## src/sv/ctbd_pkg.sv

```systemverilog
// Package for the channel trailer and bunch decoder.
// Holds the parser state type, phase and error codes and the word constants.
// No dependencies.
package ctbd_pkg;

    localparam int unsigned MAX_PAYLOAD_WORDS = 65535;

    localparam logic [9:0] FILL_WORD = 10'h2AA;
    localparam logic [3:0] MARKER    = 4'hA;

    // parser phases
    localparam logic [2:0] PH_FILL   = 3'd0;
    localparam logic [2:0] PH_TW1    = 3'd1;
    localparam logic [2:0] PH_TW2    = 3'd2;
    localparam logic [2:0] PH_TW3    = 3'd3;
    localparam logic [2:0] PH_HEAD   = 3'd4;
    localparam logic [2:0] PH_TIME   = 3'd5;
    localparam logic [2:0] PH_SAMPLE = 3'd6;
    localparam logic [2:0] PH_WAIT   = 3'd7;

    // result kinds
    localparam logic KIND_SAMPLE = 1'b0;
    localparam logic KIND_ERROR  = 1'b1;

    // error codes
    localparam logic [2:0] ERR_NONE      = 3'd0;
    localparam logic [2:0] ERR_NO_FILL   = 3'd1;
    localparam logic [2:0] ERR_SHORT     = 3'd2;
    localparam logic [2:0] ERR_MARKER1   = 3'd3;
    localparam logic [2:0] ERR_MARKER2   = 3'd4;
    localparam logic [2:0] ERR_SIZE      = 3'd5;
    localparam logic [2:0] ERR_BUNCH     = 3'd6;
    localparam logic [2:0] ERR_AMPLITUDE = 3'd7;

    typedef struct packed {
        logic [2:0]  phase;
        logic        fill_seen;
        logic        hunting;
        logic [9:0]  words_remaining;
        logic [11:0] address;
        logic [1:0]  pad_left;
        logic [9:0]  bunch_left;
        logic [9:0]  time_val;
        logic [9:0]  chan_size;
        logic        first_sample;
    } parse_state_t;

endpackage

```

## src/sv/channel_trailer_bunch_decoder.sv

```systemverilog
// Channel trailer and bunch decoder: one registered parse step per payload word.
// Depends on ctbd_pkg.
//
// Usage
//   Input channel (item_valid / item_stall) carries one payload word per beat,
//   read from the payload end backward, with the count of words still unread
//   and a new_payload flag that restarts the trailer search.
//   Result channel (res_valid / res_stall) carries at most one result per input
//   beat: a sample (kind 0) with address, time bin, amplitude and bunch start
//   flag, or an error report (kind 1) with its error code.
//   A taken beat is held in the input register, parsed out of it, and its
//   result, if any, is written into the result register.
//   Throughput: one beat per cycle unless res_stall holds a result; the parse step
//   is a single combinational pass between the input and result registers.
//   Stall: while a result waits under res_stall, one more beat is taken into
//   the input register; item_stall rises only when both stages are full.
//   Reset: both stages empty, parser back to the fill search with all
//   counters, address and channel size cleared.
//   Words that produce no result still advance the parser and leave no beat.
module channel_trailer_bunch_decoder
    import ctbd_pkg::*;
(
    input  logic        clk,
    input  logic        rst_n,

    input  logic        item_valid,
    output logic        item_stall,
    input  logic [9:0]  word,
    input  logic [15:0] words_left,
    input  logic        new_payload,

    output logic        res_valid,
    input  logic        res_stall,
    output logic        kind,
    output logic [11:0] hw_address,
    output logic [9:0]  time_bin,
    output logic [9:0]  signal,
    output logic        bunch_start,
    output logic [9:0]  channel_size,
    output logic [2:0]  error_code
);

    localparam logic [15:0] WL_CAP = (MAX_PAYLOAD_WORDS > 65535) ? 16'hFFFF
                                     : 16'(MAX_PAYLOAD_WORDS);

    // ------------------------------------------------------------------
    // parse helpers
    // ------------------------------------------------------------------
    function automatic parse_state_t to_search(input parse_state_t s);
        parse_state_t r;
        r                 = s;
        r.phase           = PH_FILL;
        r.fill_seen       = 1'b0;
        r.hunting         = 1'b0;
        r.words_remaining = '0;
        r.bunch_left      = '0;
        r.pad_left        = '0;
        return r;
    endfunction

    function automatic parse_state_t trailer_first(input parse_state_t s,
                                                   input logic [9:0] w,
                                                   input logic [15:0] wl,
                                                   output logic [2:0] err);
        parse_state_t r;
        r           = s;
        r.fill_seen = 1'b0;
        r.hunting   = 1'b0;
        err         = ERR_NONE;
        if (wl < 16'd2)
        begin
            r       = to_search(r);
            r.phase = PH_WAIT;
            err     = ERR_SHORT;
        end
        else
        begin
            r.words_remaining = {w[5:0], 4'b0000};
            if (w[9:6] != MARKER)
            begin
                r   = to_search(r);
                err = ERR_MARKER1;
            end
            else
            begin
                r.phase = PH_TW2;
            end
        end
        return r;
    endfunction

    function automatic parse_state_t fill_search(input parse_state_t s,
                                                 input logic [9:0] w,
                                                 input logic [15:0] wl,
                                                 output logic [2:0] err);
        parse_state_t r;
        r   = s;
        err = ERR_NONE;
        if (r.hunting)
        begin
            if (w == FILL_WORD)
            begin
                r.hunting = 1'b0;
                r.phase   = PH_TW1;
            end
            else if (wl <= 16'd2)
            begin
                r.hunting = 1'b0;
                r.phase   = PH_WAIT;
            end
        end
        else if (w == FILL_WORD)
        begin
            r.fill_seen = 1'b1;
            if (wl == 16'd0)
            begin
                r.phase = PH_WAIT;
                err     = ERR_SHORT;
            end
        end
        else if (r.fill_seen)
        begin
            r = trailer_first(r, w, wl, err);
        end
        else
        begin
            if (wl > 16'd2)
                r.hunting = 1'b1;
            else
                r.phase = PH_WAIT;
            err = ERR_NO_FILL;
        end
        return r;
    endfunction

    // ------------------------------------------------------------------
    // input register
    // ------------------------------------------------------------------
    logic         in_valid_reg;
    logic [9:0]   word_reg;
    logic [15:0]  words_left_reg;
    logic         new_payload_reg;
    logic         in_valid_next;

    parse_state_t state_reg;
    parse_state_t state_next;

    logic         advance;
    logic         take_in;
    logic [15:0]  wl_c;
    logic [2:0]   err_c;
    logic         sample_c;
    logic [9:0]   s_time_c;
    logic         s_start_c;

    logic         res_valid_reg;
    logic         res_valid_next;
    logic         kind_reg;
    logic [11:0]  hw_address_reg;
    logic [9:0]   time_bin_reg;
    logic [9:0]   signal_reg;
    logic         bunch_start_reg;
    logic [9:0]   channel_size_reg;
    logic [2:0]   error_code_reg;

    assign advance    = in_valid_reg && (!res_valid_reg || !res_stall);
    assign item_stall = in_valid_reg && !advance;
    assign take_in    = item_valid && !item_stall;

    always_comb
    begin
        if (take_in)
            in_valid_next = 1'b1;
        else if (advance)
            in_valid_next = 1'b0;
        else
            in_valid_next = in_valid_reg;
    end

    always_ff @(posedge clk or negedge rst_n)
    begin
        if (!rst_n)
            in_valid_reg <= 1'b0;
        else
            in_valid_reg <= in_valid_next;
    end

    // hold the payload while the beat waits
    always_ff @(posedge clk)
    begin
        if (take_in)
        begin
            word_reg        <= word;
            words_left_reg  <= words_left;
            new_payload_reg <= new_payload;
        end
    end

    // ------------------------------------------------------------------
    // parse step
    // ------------------------------------------------------------------
    assign wl_c = (words_left_reg > WL_CAP) ? WL_CAP : words_left_reg;

    always_comb
    begin
        state_next = state_reg;
        err_c      = ERR_NONE;
        sample_c   = 1'b0;
        s_time_c   = '0;
        s_start_c  = 1'b0;

        if (new_payload_reg)
        begin
            state_next           = to_search(state_next);
            state_next.chan_size = '0;
        end

        case (state_next.phase)
            PH_FILL:
            begin
                state_next = fill_search(state_next, word_reg, wl_c, err_c);
            end
            PH_TW1:
            begin
                state_next = trailer_first(state_next, word_reg, wl_c, err_c);
            end
            PH_TW2:
            begin
                state_next.address = {word_reg[1:0], 10'b0};
                if (word_reg[5:2] != MARKER)
                begin
                    state_next = to_search(state_next);
                    err_c      = ERR_MARKER2;
                end
                else
                begin
                    state_next.words_remaining = state_next.words_remaining
                                                 | {6'b0, word_reg[9:6]};
                    state_next.chan_size = state_next.words_remaining;
                    if ({6'b0, state_next.words_remaining} >= wl_c)
                    begin
                        state_next = to_search(state_next);
                        err_c      = ERR_SIZE;
                    end
                    else
                    begin
                        state_next.phase = PH_TW3;
                    end
                end
            end
            PH_TW3:
            begin
                state_next.address = state_next.address | {2'b00, word_reg};
                if (state_next.words_remaining == '0)
                begin
                    state_next = to_search(state_next);
                end
                else
                begin
                    // pad up to a multiple of four words
                    state_next.pad_left = 2'd0 - state_next.words_remaining[1:0];
                    state_next.phase    = PH_HEAD;
                end
            end
            PH_HEAD:
            begin
                if (state_next.pad_left != 2'd0)
                begin
                    state_next.pad_left = state_next.pad_left - 2'd1;
                end
                else if (state_next.words_remaining <= 10'd2)
                begin
                    // report, then treat the same word as a search word
                    state_next = to_search(state_next);
                    state_next = fill_search(state_next, word_reg, wl_c, err_c);
                    err_c      = ERR_BUNCH;
                end
                else if (word_reg < 10'd2
                         || (word_reg - 10'd2) > state_next.words_remaining)
                begin
                    state_next = to_search(state_next);
                    err_c      = ERR_BUNCH;
                end
                else
                begin
                    state_next.bunch_left      = word_reg - 10'd2;
                    state_next.words_remaining = state_next.words_remaining - 10'd1;
                    state_next.phase           = PH_TIME;
                end
            end
            PH_TIME:
            begin
                state_next.time_val        = word_reg;
                state_next.first_sample    = 1'b1;
                state_next.words_remaining = state_next.words_remaining - 10'd1;
                if (state_next.words_remaining == '0)
                    state_next = to_search(state_next);
                else
                    state_next.phase = PH_SAMPLE;
            end
            PH_SAMPLE:
            begin
                sample_c                   = 1'b1;
                s_time_c                   = state_next.time_val;
                s_start_c                  = state_next.first_sample;
                state_next.first_sample    = 1'b0;
                state_next.time_val        = state_next.time_val - 10'd1;
                state_next.bunch_left      = state_next.bunch_left - 10'd1;
                state_next.words_remaining = state_next.words_remaining - 10'd1;
                if (state_next.words_remaining == '0)
                    state_next = to_search(state_next);
                else if (state_next.bunch_left == '0)
                    state_next.phase = PH_HEAD;
            end
            default:
            begin
                // wait for the next payload
            end
        endcase

        // payload exhausted: park until new_payload
        if (wl_c == 16'd0 && state_next.phase != PH_WAIT)
        begin
            state_next       = to_search(state_next);
            state_next.phase = PH_WAIT;
        end
    end

    // an all-zero state is the fill search
    always_ff @(posedge clk or negedge rst_n)
    begin
        if (!rst_n)
        begin
            state_reg <= '0;
        end
        else if (advance)
        begin
            state_reg <= state_next;
        end
    end

    // ------------------------------------------------------------------
    // result register
    // ------------------------------------------------------------------
    always_comb
    begin
        if (advance && (sample_c || err_c != ERR_NONE))
            res_valid_next = 1'b1;
        else if (res_valid_reg && !res_stall)
            res_valid_next = 1'b0;
        else
            res_valid_next = res_valid_reg;
    end

    always_ff @(posedge clk or negedge rst_n)
    begin
        if (!rst_n)
            res_valid_reg <= 1'b0;
        else
            res_valid_reg <= res_valid_next;
    end

    always_ff @(posedge clk)
    begin
        if (advance && (sample_c || err_c != ERR_NONE))
        begin
            hw_address_reg   <= state_next.address;
            channel_size_reg <= state_next.chan_size;
            if (sample_c)
            begin
                kind_reg        <= KIND_SAMPLE;
                time_bin_reg    <= s_time_c;
                signal_reg      <= word_reg;
                bunch_start_reg <= s_start_c;
                error_code_reg  <= ERR_NONE;
            end
            else
            begin
                kind_reg        <= KIND_ERROR;
                time_bin_reg    <= '0;
                signal_reg      <= '0;
                bunch_start_reg <= 1'b0;
                error_code_reg  <= err_c;
            end
        end
    end

    assign res_valid    = res_valid_reg;
    assign kind         = kind_reg;
    assign hw_address   = hw_address_reg;
    assign time_bin     = time_bin_reg;
    assign signal       = signal_reg;
    assign bunch_start  = bunch_start_reg;
    assign channel_size = channel_size_reg;
    assign error_code   = error_code_reg;

    // ------------------------------------------------------------------
    // assertions
    // ------------------------------------------------------------------
    a_stall_only_when_full: assert property (
        @(posedge clk) disable iff (!rst_n)
        item_stall |-> (res_valid && res_stall))
        else $error("input stalled while result stage free");

    a_kind_matches_code: assert property (
        @(posedge clk) disable iff (!rst_n)
        res_valid |-> ((kind == KIND_ERROR) == (error_code != ERR_NONE)))
        else $error("result kind and error code disagree");

    a_error_fields_clear: assert property (
        @(posedge clk) disable iff (!rst_n)
        (res_valid && kind == KIND_ERROR)
            |-> (time_bin == '0 && signal == '0 && !bunch_start
                 && error_code != ERR_AMPLITUDE))
        else $error("error report carries sample fields");

    a_payload_end_parks: assert property (
        @(posedge clk) disable iff (!rst_n)
        (advance && wl_c == 16'd0) |=> (state_reg.phase == PH_WAIT))
        else $error("parser not parked after last payload word");

endmodule
```

## config.mk

```make
export PLATFORM = sky130hd
export DESIGN_NAME = channel_trailer_bunch_decoder
export DESIGN_NICKNAME = d
export VERILOG_FILES = /design/src/sv/ctbd_pkg.sv /design/src/sv/channel_trailer_bunch_decoder.sv
export SDC_FILE = /design/constraint.sdc
export NUM_CORES = 1
export LEC_CHECK = 0
export ABC_CLOCK_PERIOD_IN_PS = 5650
export BUFFER_PORTS_ARGS = -buffer_cell sky130_fd_sc_hd__buf_2
export CAP_MARGIN = 20
export CORE_UTILIZATION = 35
export CTS_CLUSTER_DIAMETER = 150
export DETAILED_ROUTE_END_ITERATION = 16
export PLACE_DENSITY = 0.62
export SETUP_SLACK_MARGIN = 0.05
export SLEW_MARGIN = 15
export SYNTH_ARGS = -nofsm -noshare
export SYNTH_HDL_FRONTEND = slang
export SYNTH_SLANG_ARGS = --single-unit
```

## constraint.sdc

```tcl
create_clock -name clk -period 5.65 [get_ports clk]
set_input_delay 0.565 -clock clk [delete_from_list [all_inputs] [get_ports clk]]
set_output_delay 0.565 -clock clk [all_outputs]
set_load 0.05 [all_outputs]
```

==> impl_metrics.env <==
export IMPL_maximum_clock_path_buffer_count=2
export IMPL_totalNegativeSetupSlack_ns=0
export IMPL_worst_flop_to_flop_path_startpoint="word_reg[1]"
export IMPL_finish_net_count=976
export IMPL_clock_sinks=136
export IMPL_timing_worst_slew_pin_value_ns=0.909
export IMPL_finalSetupViolCount=0
export IMPL_asyncSetResetFlopFracSynth_pct=45.6
export IMPL_worst_hold_path_endpoint="word_reg[0]"
export IMPL_tritoncts_clock_tree="done"
export IMPL_critical_path_required_ns=5.98
export IMPL_vias=6978
export IMPL_timing_final_max_slew_violations=0
export IMPL_cts_post_setup_buffers_inserted=0
export IMPL_most_common_library_cell_in_the_layout_ignoring_fill_and_taps="nand2_1"
export IMPL_grt_setup_unrepaired="no"
export IMPL_placed_instance_count=1178
export IMPL_htreeDepth=4
export IMPL_placed_instance_area_sq_um=8530
export IMPL_ys_seq_area_share_pct=48.1
export IMPL_yosys_register_bits=136
export IMPL_layout_min_cycle_time_ns=4.69
export IMPL_layout_cell_area_non_filler_sq_um=9130
export IMPL_syn_instance_count=850
export IMPL_fp_dieH_um=152
export IMPL_finalNonFillerCells=1210
export IMPL_i_o_pins=80
export IMPL_worst_skew_pair_late_latency_ns=0.44
export IMPL_floorplan_die_width_um=152
export IMPL_drtAntennaViolNets=0
export IMPL_globalRoute_totalOverflow=0
export IMPL_max_slew_margin_rel_pct=39.0
export IMPL_maxCapViolCount=0
export IMPL_mostFrequentLayoutCells="132 x nand2_1, 79 x nor2_1, 79 x buf_2, 74 x edfxtp_1, 63 x a21oi_1"
export IMPL_cts_hold_buffers_added=0
export IMPL_avgViaCountPerCell=5.77
export IMPL_routed_wirelength_mm=25.1
export IMPL_fp_row_count=54
export IMPL_wire_per_inst_um=20.7
export IMPL_synthesis_nets=909
export IMPL_grt_usage_pct=22.8
export IMPL_drtPass1Iterations=5
export IMPL_drcViolationCount=0
export IMPL_cp_arrival_ns=5.02
export IMPL_r2r_slack_ns=0.96
export IMPL_hpwlAfterDp_mm=18.1
export IMPL_min_delay_path_depth=1
export IMPL_rr_endpoint="res_valid"
export IMPL_power_ir_vdd_worst_v=0.000280
export IMPL_post_route_clock_skew_ns=0.00917
export IMPL_syn_cell_area_sq_um=7850
export IMPL_wire_length_of_the_first_global_routing_pass_mm=38.4
export IMPL_reg2reg_depth=15
export IMPL_yosys_cell_types_count=66
export IMPL_antenna_violations_before_repair=1
export IMPL_dieArea_sq_um=23000
export IMPL_layout_drive_gt1_share_pct=15.2
export IMPL_max_reg_flops=60
export IMPL_tritoncts_num_buffers=17
export IMPL_ctsResizeCount=0
export IMPL_grt_max_degree=63
export IMPL_clk_transition_reported_paths_ns=0.06
export IMPL_clk_root_buffer_cell="clkbuf_16"
export IMPL_area_growth_synth_to_finish_pct=16.3
export IMPL_core_area_sq_um=21900
export IMPL_hold_path_startpoint="word[0]"
export IMPL_grt_pass1_vias=6642
export IMPL_io_buffer_count=79
export IMPL_synth_edff_count=74
export IMPL_outcome="complete, no violations"
export IMPL_worst_path_max_fanout=48
export IMPL_hp_class="in2reg"
export IMPL_gpl_final_weighted_congestion=0.938
export IMPL_startpoint_type="flip-flop"
export IMPL_max_freq_mhz=213
export IMPL_endpoint_kind="flip-flop"
export IMPL_p_leak_nw=3.88
export IMPL_avgSynthCellArea_sq_um=9.24
export IMPL_layout_core_utilization_pct=41.7
export IMPL_fin_hold_ws_ns=0.304
export IMPL_predominant_post_synthesis_flop_cell="edfxtp_1"
export IMPL_initial_core_util_pct=35.9
export IMPL_timing_final_hold_violations=0
export IMPL_layout_worst_path_cycle_share_pct=83.0
export IMPL_power_density_nw_per_um2=539
export IMPL_ys_warn_count=0
export IMPL_path_class="reg2reg"
export IMPL_drt_iter0_drc=677
[power breakdown]
part / internal, mW / switching [mW]
Clock: 0.697 / 0.463
Combinational: 0.624 / 1.45
Sequential: 1.39 / 0.298
Total: 2.71 / 2.21
[synth_stat cells, drive strengths merged (8+ instances only)]
cell,number,area share (%)
nand4,14,1.1
or3,9,0.72
and3,8,0.70
a21oi,63,4.0
nor2,79,3.8
buf,8,0.73
nor2b,9,0.72
nor3,30,1.9
xnor2,9,1.0
ha,28,4.5
mux2i,9,1.1
inv,37,1.8
o21ai,49,3.1
a22oi,11,1.1
nor4,11,0.88
and2,23,1.8
clkbuf,37,1.8
a31oi,8,0.64
nand3,21,1.3
edfxtp,74,28
nand2,133,6.4
xor2,10,1.1
o31ai,10,0.96
o22ai,12,0.96
dfrtp,62,20
nand2b,10,0.80
[worst max-delay path, cell delays in order (launching register included)]
cell	delay (ns)
edfxtp_1	0.52
inv_1	0.18
ha_1	0.20
nand2_1	0.09
or3_1	0.35
nor3_1	0.19
xor2_1	0.23
ha_1	0.29
a21oi_1	0.20
nand3_1	0.10
o21ai_1	0.61
nand2_1	0.22
a221oi_1	0.62
a41oi_4	0.16
buf_4	0.35
a21o_1	0.23
[how the worst max path moves through the flow]
stage	start	to	slack (ns)	cells past startpoint
detailed placement	word_reg[1]	res_valid	1.11	15
floorplan	word_reg[3]	bunch_start	0.08	13
global route	word_reg[3]	res_valid	0.70	13
finish	word_reg[1]	res_valid	0.96	15
CTS	word_reg[1]	res_valid	1.05	15
global placement	word_reg[1]	res_valid	1.30	15
[layer usage]
layer | part of all wire, % | global-route usage (%) | vias up | wire length, um
li1 | - | - | 3215 | -
met1 | 43 | 30.5 | 3397 | 10900
met2 | 45 | 34.4 | 303 | 11300
met3 | 7.5 | 5.12 | 63 | 1890
met4 | 4.2 | 11.9 | 0 | 1050
met5 | 0 | 0 | - | 0
[logic make-up (layout without fill, tap and decap cells)]
kind of cell             after synthesis  in the layout  share of synthesized area (%)
flip-flops                           136            136                           48.1
other                                  0              1                              0
adder cells (fa/ha/maj)               28             28                           4.46
AO/OA/AOI/OAI                        208            208                           17.0
AND/OR/NAND/NOR                      364            364                           22.4
buffers and inverters                 83            162                           4.33
XOR/XNOR                              19             19                           2.12
multiplexers                          12             12                           1.58
[through the flow]
stage               worst slack [ns]  total power, mW
floorplan                     0.0842             3.15
global placement                1.30             3.72
detailed placement              1.11             3.75
CTS                             1.05             4.91
global route                   0.700             5.20
finish                         0.958             4.92
[area by class of cell]
class / instances / area [sq um]
clock inverter: 13 / 170
sequential: 136 / 3770
multi-input combinational: 631 / 3760
antenna: 1 / 2.50
tap: 280 / 350
clock buffer: 18 / 429
inverter: 38 / 143
fill: 2222 / 12800
timing repair buffer: 93 / 500
Power figures use the tool's default switching activity.
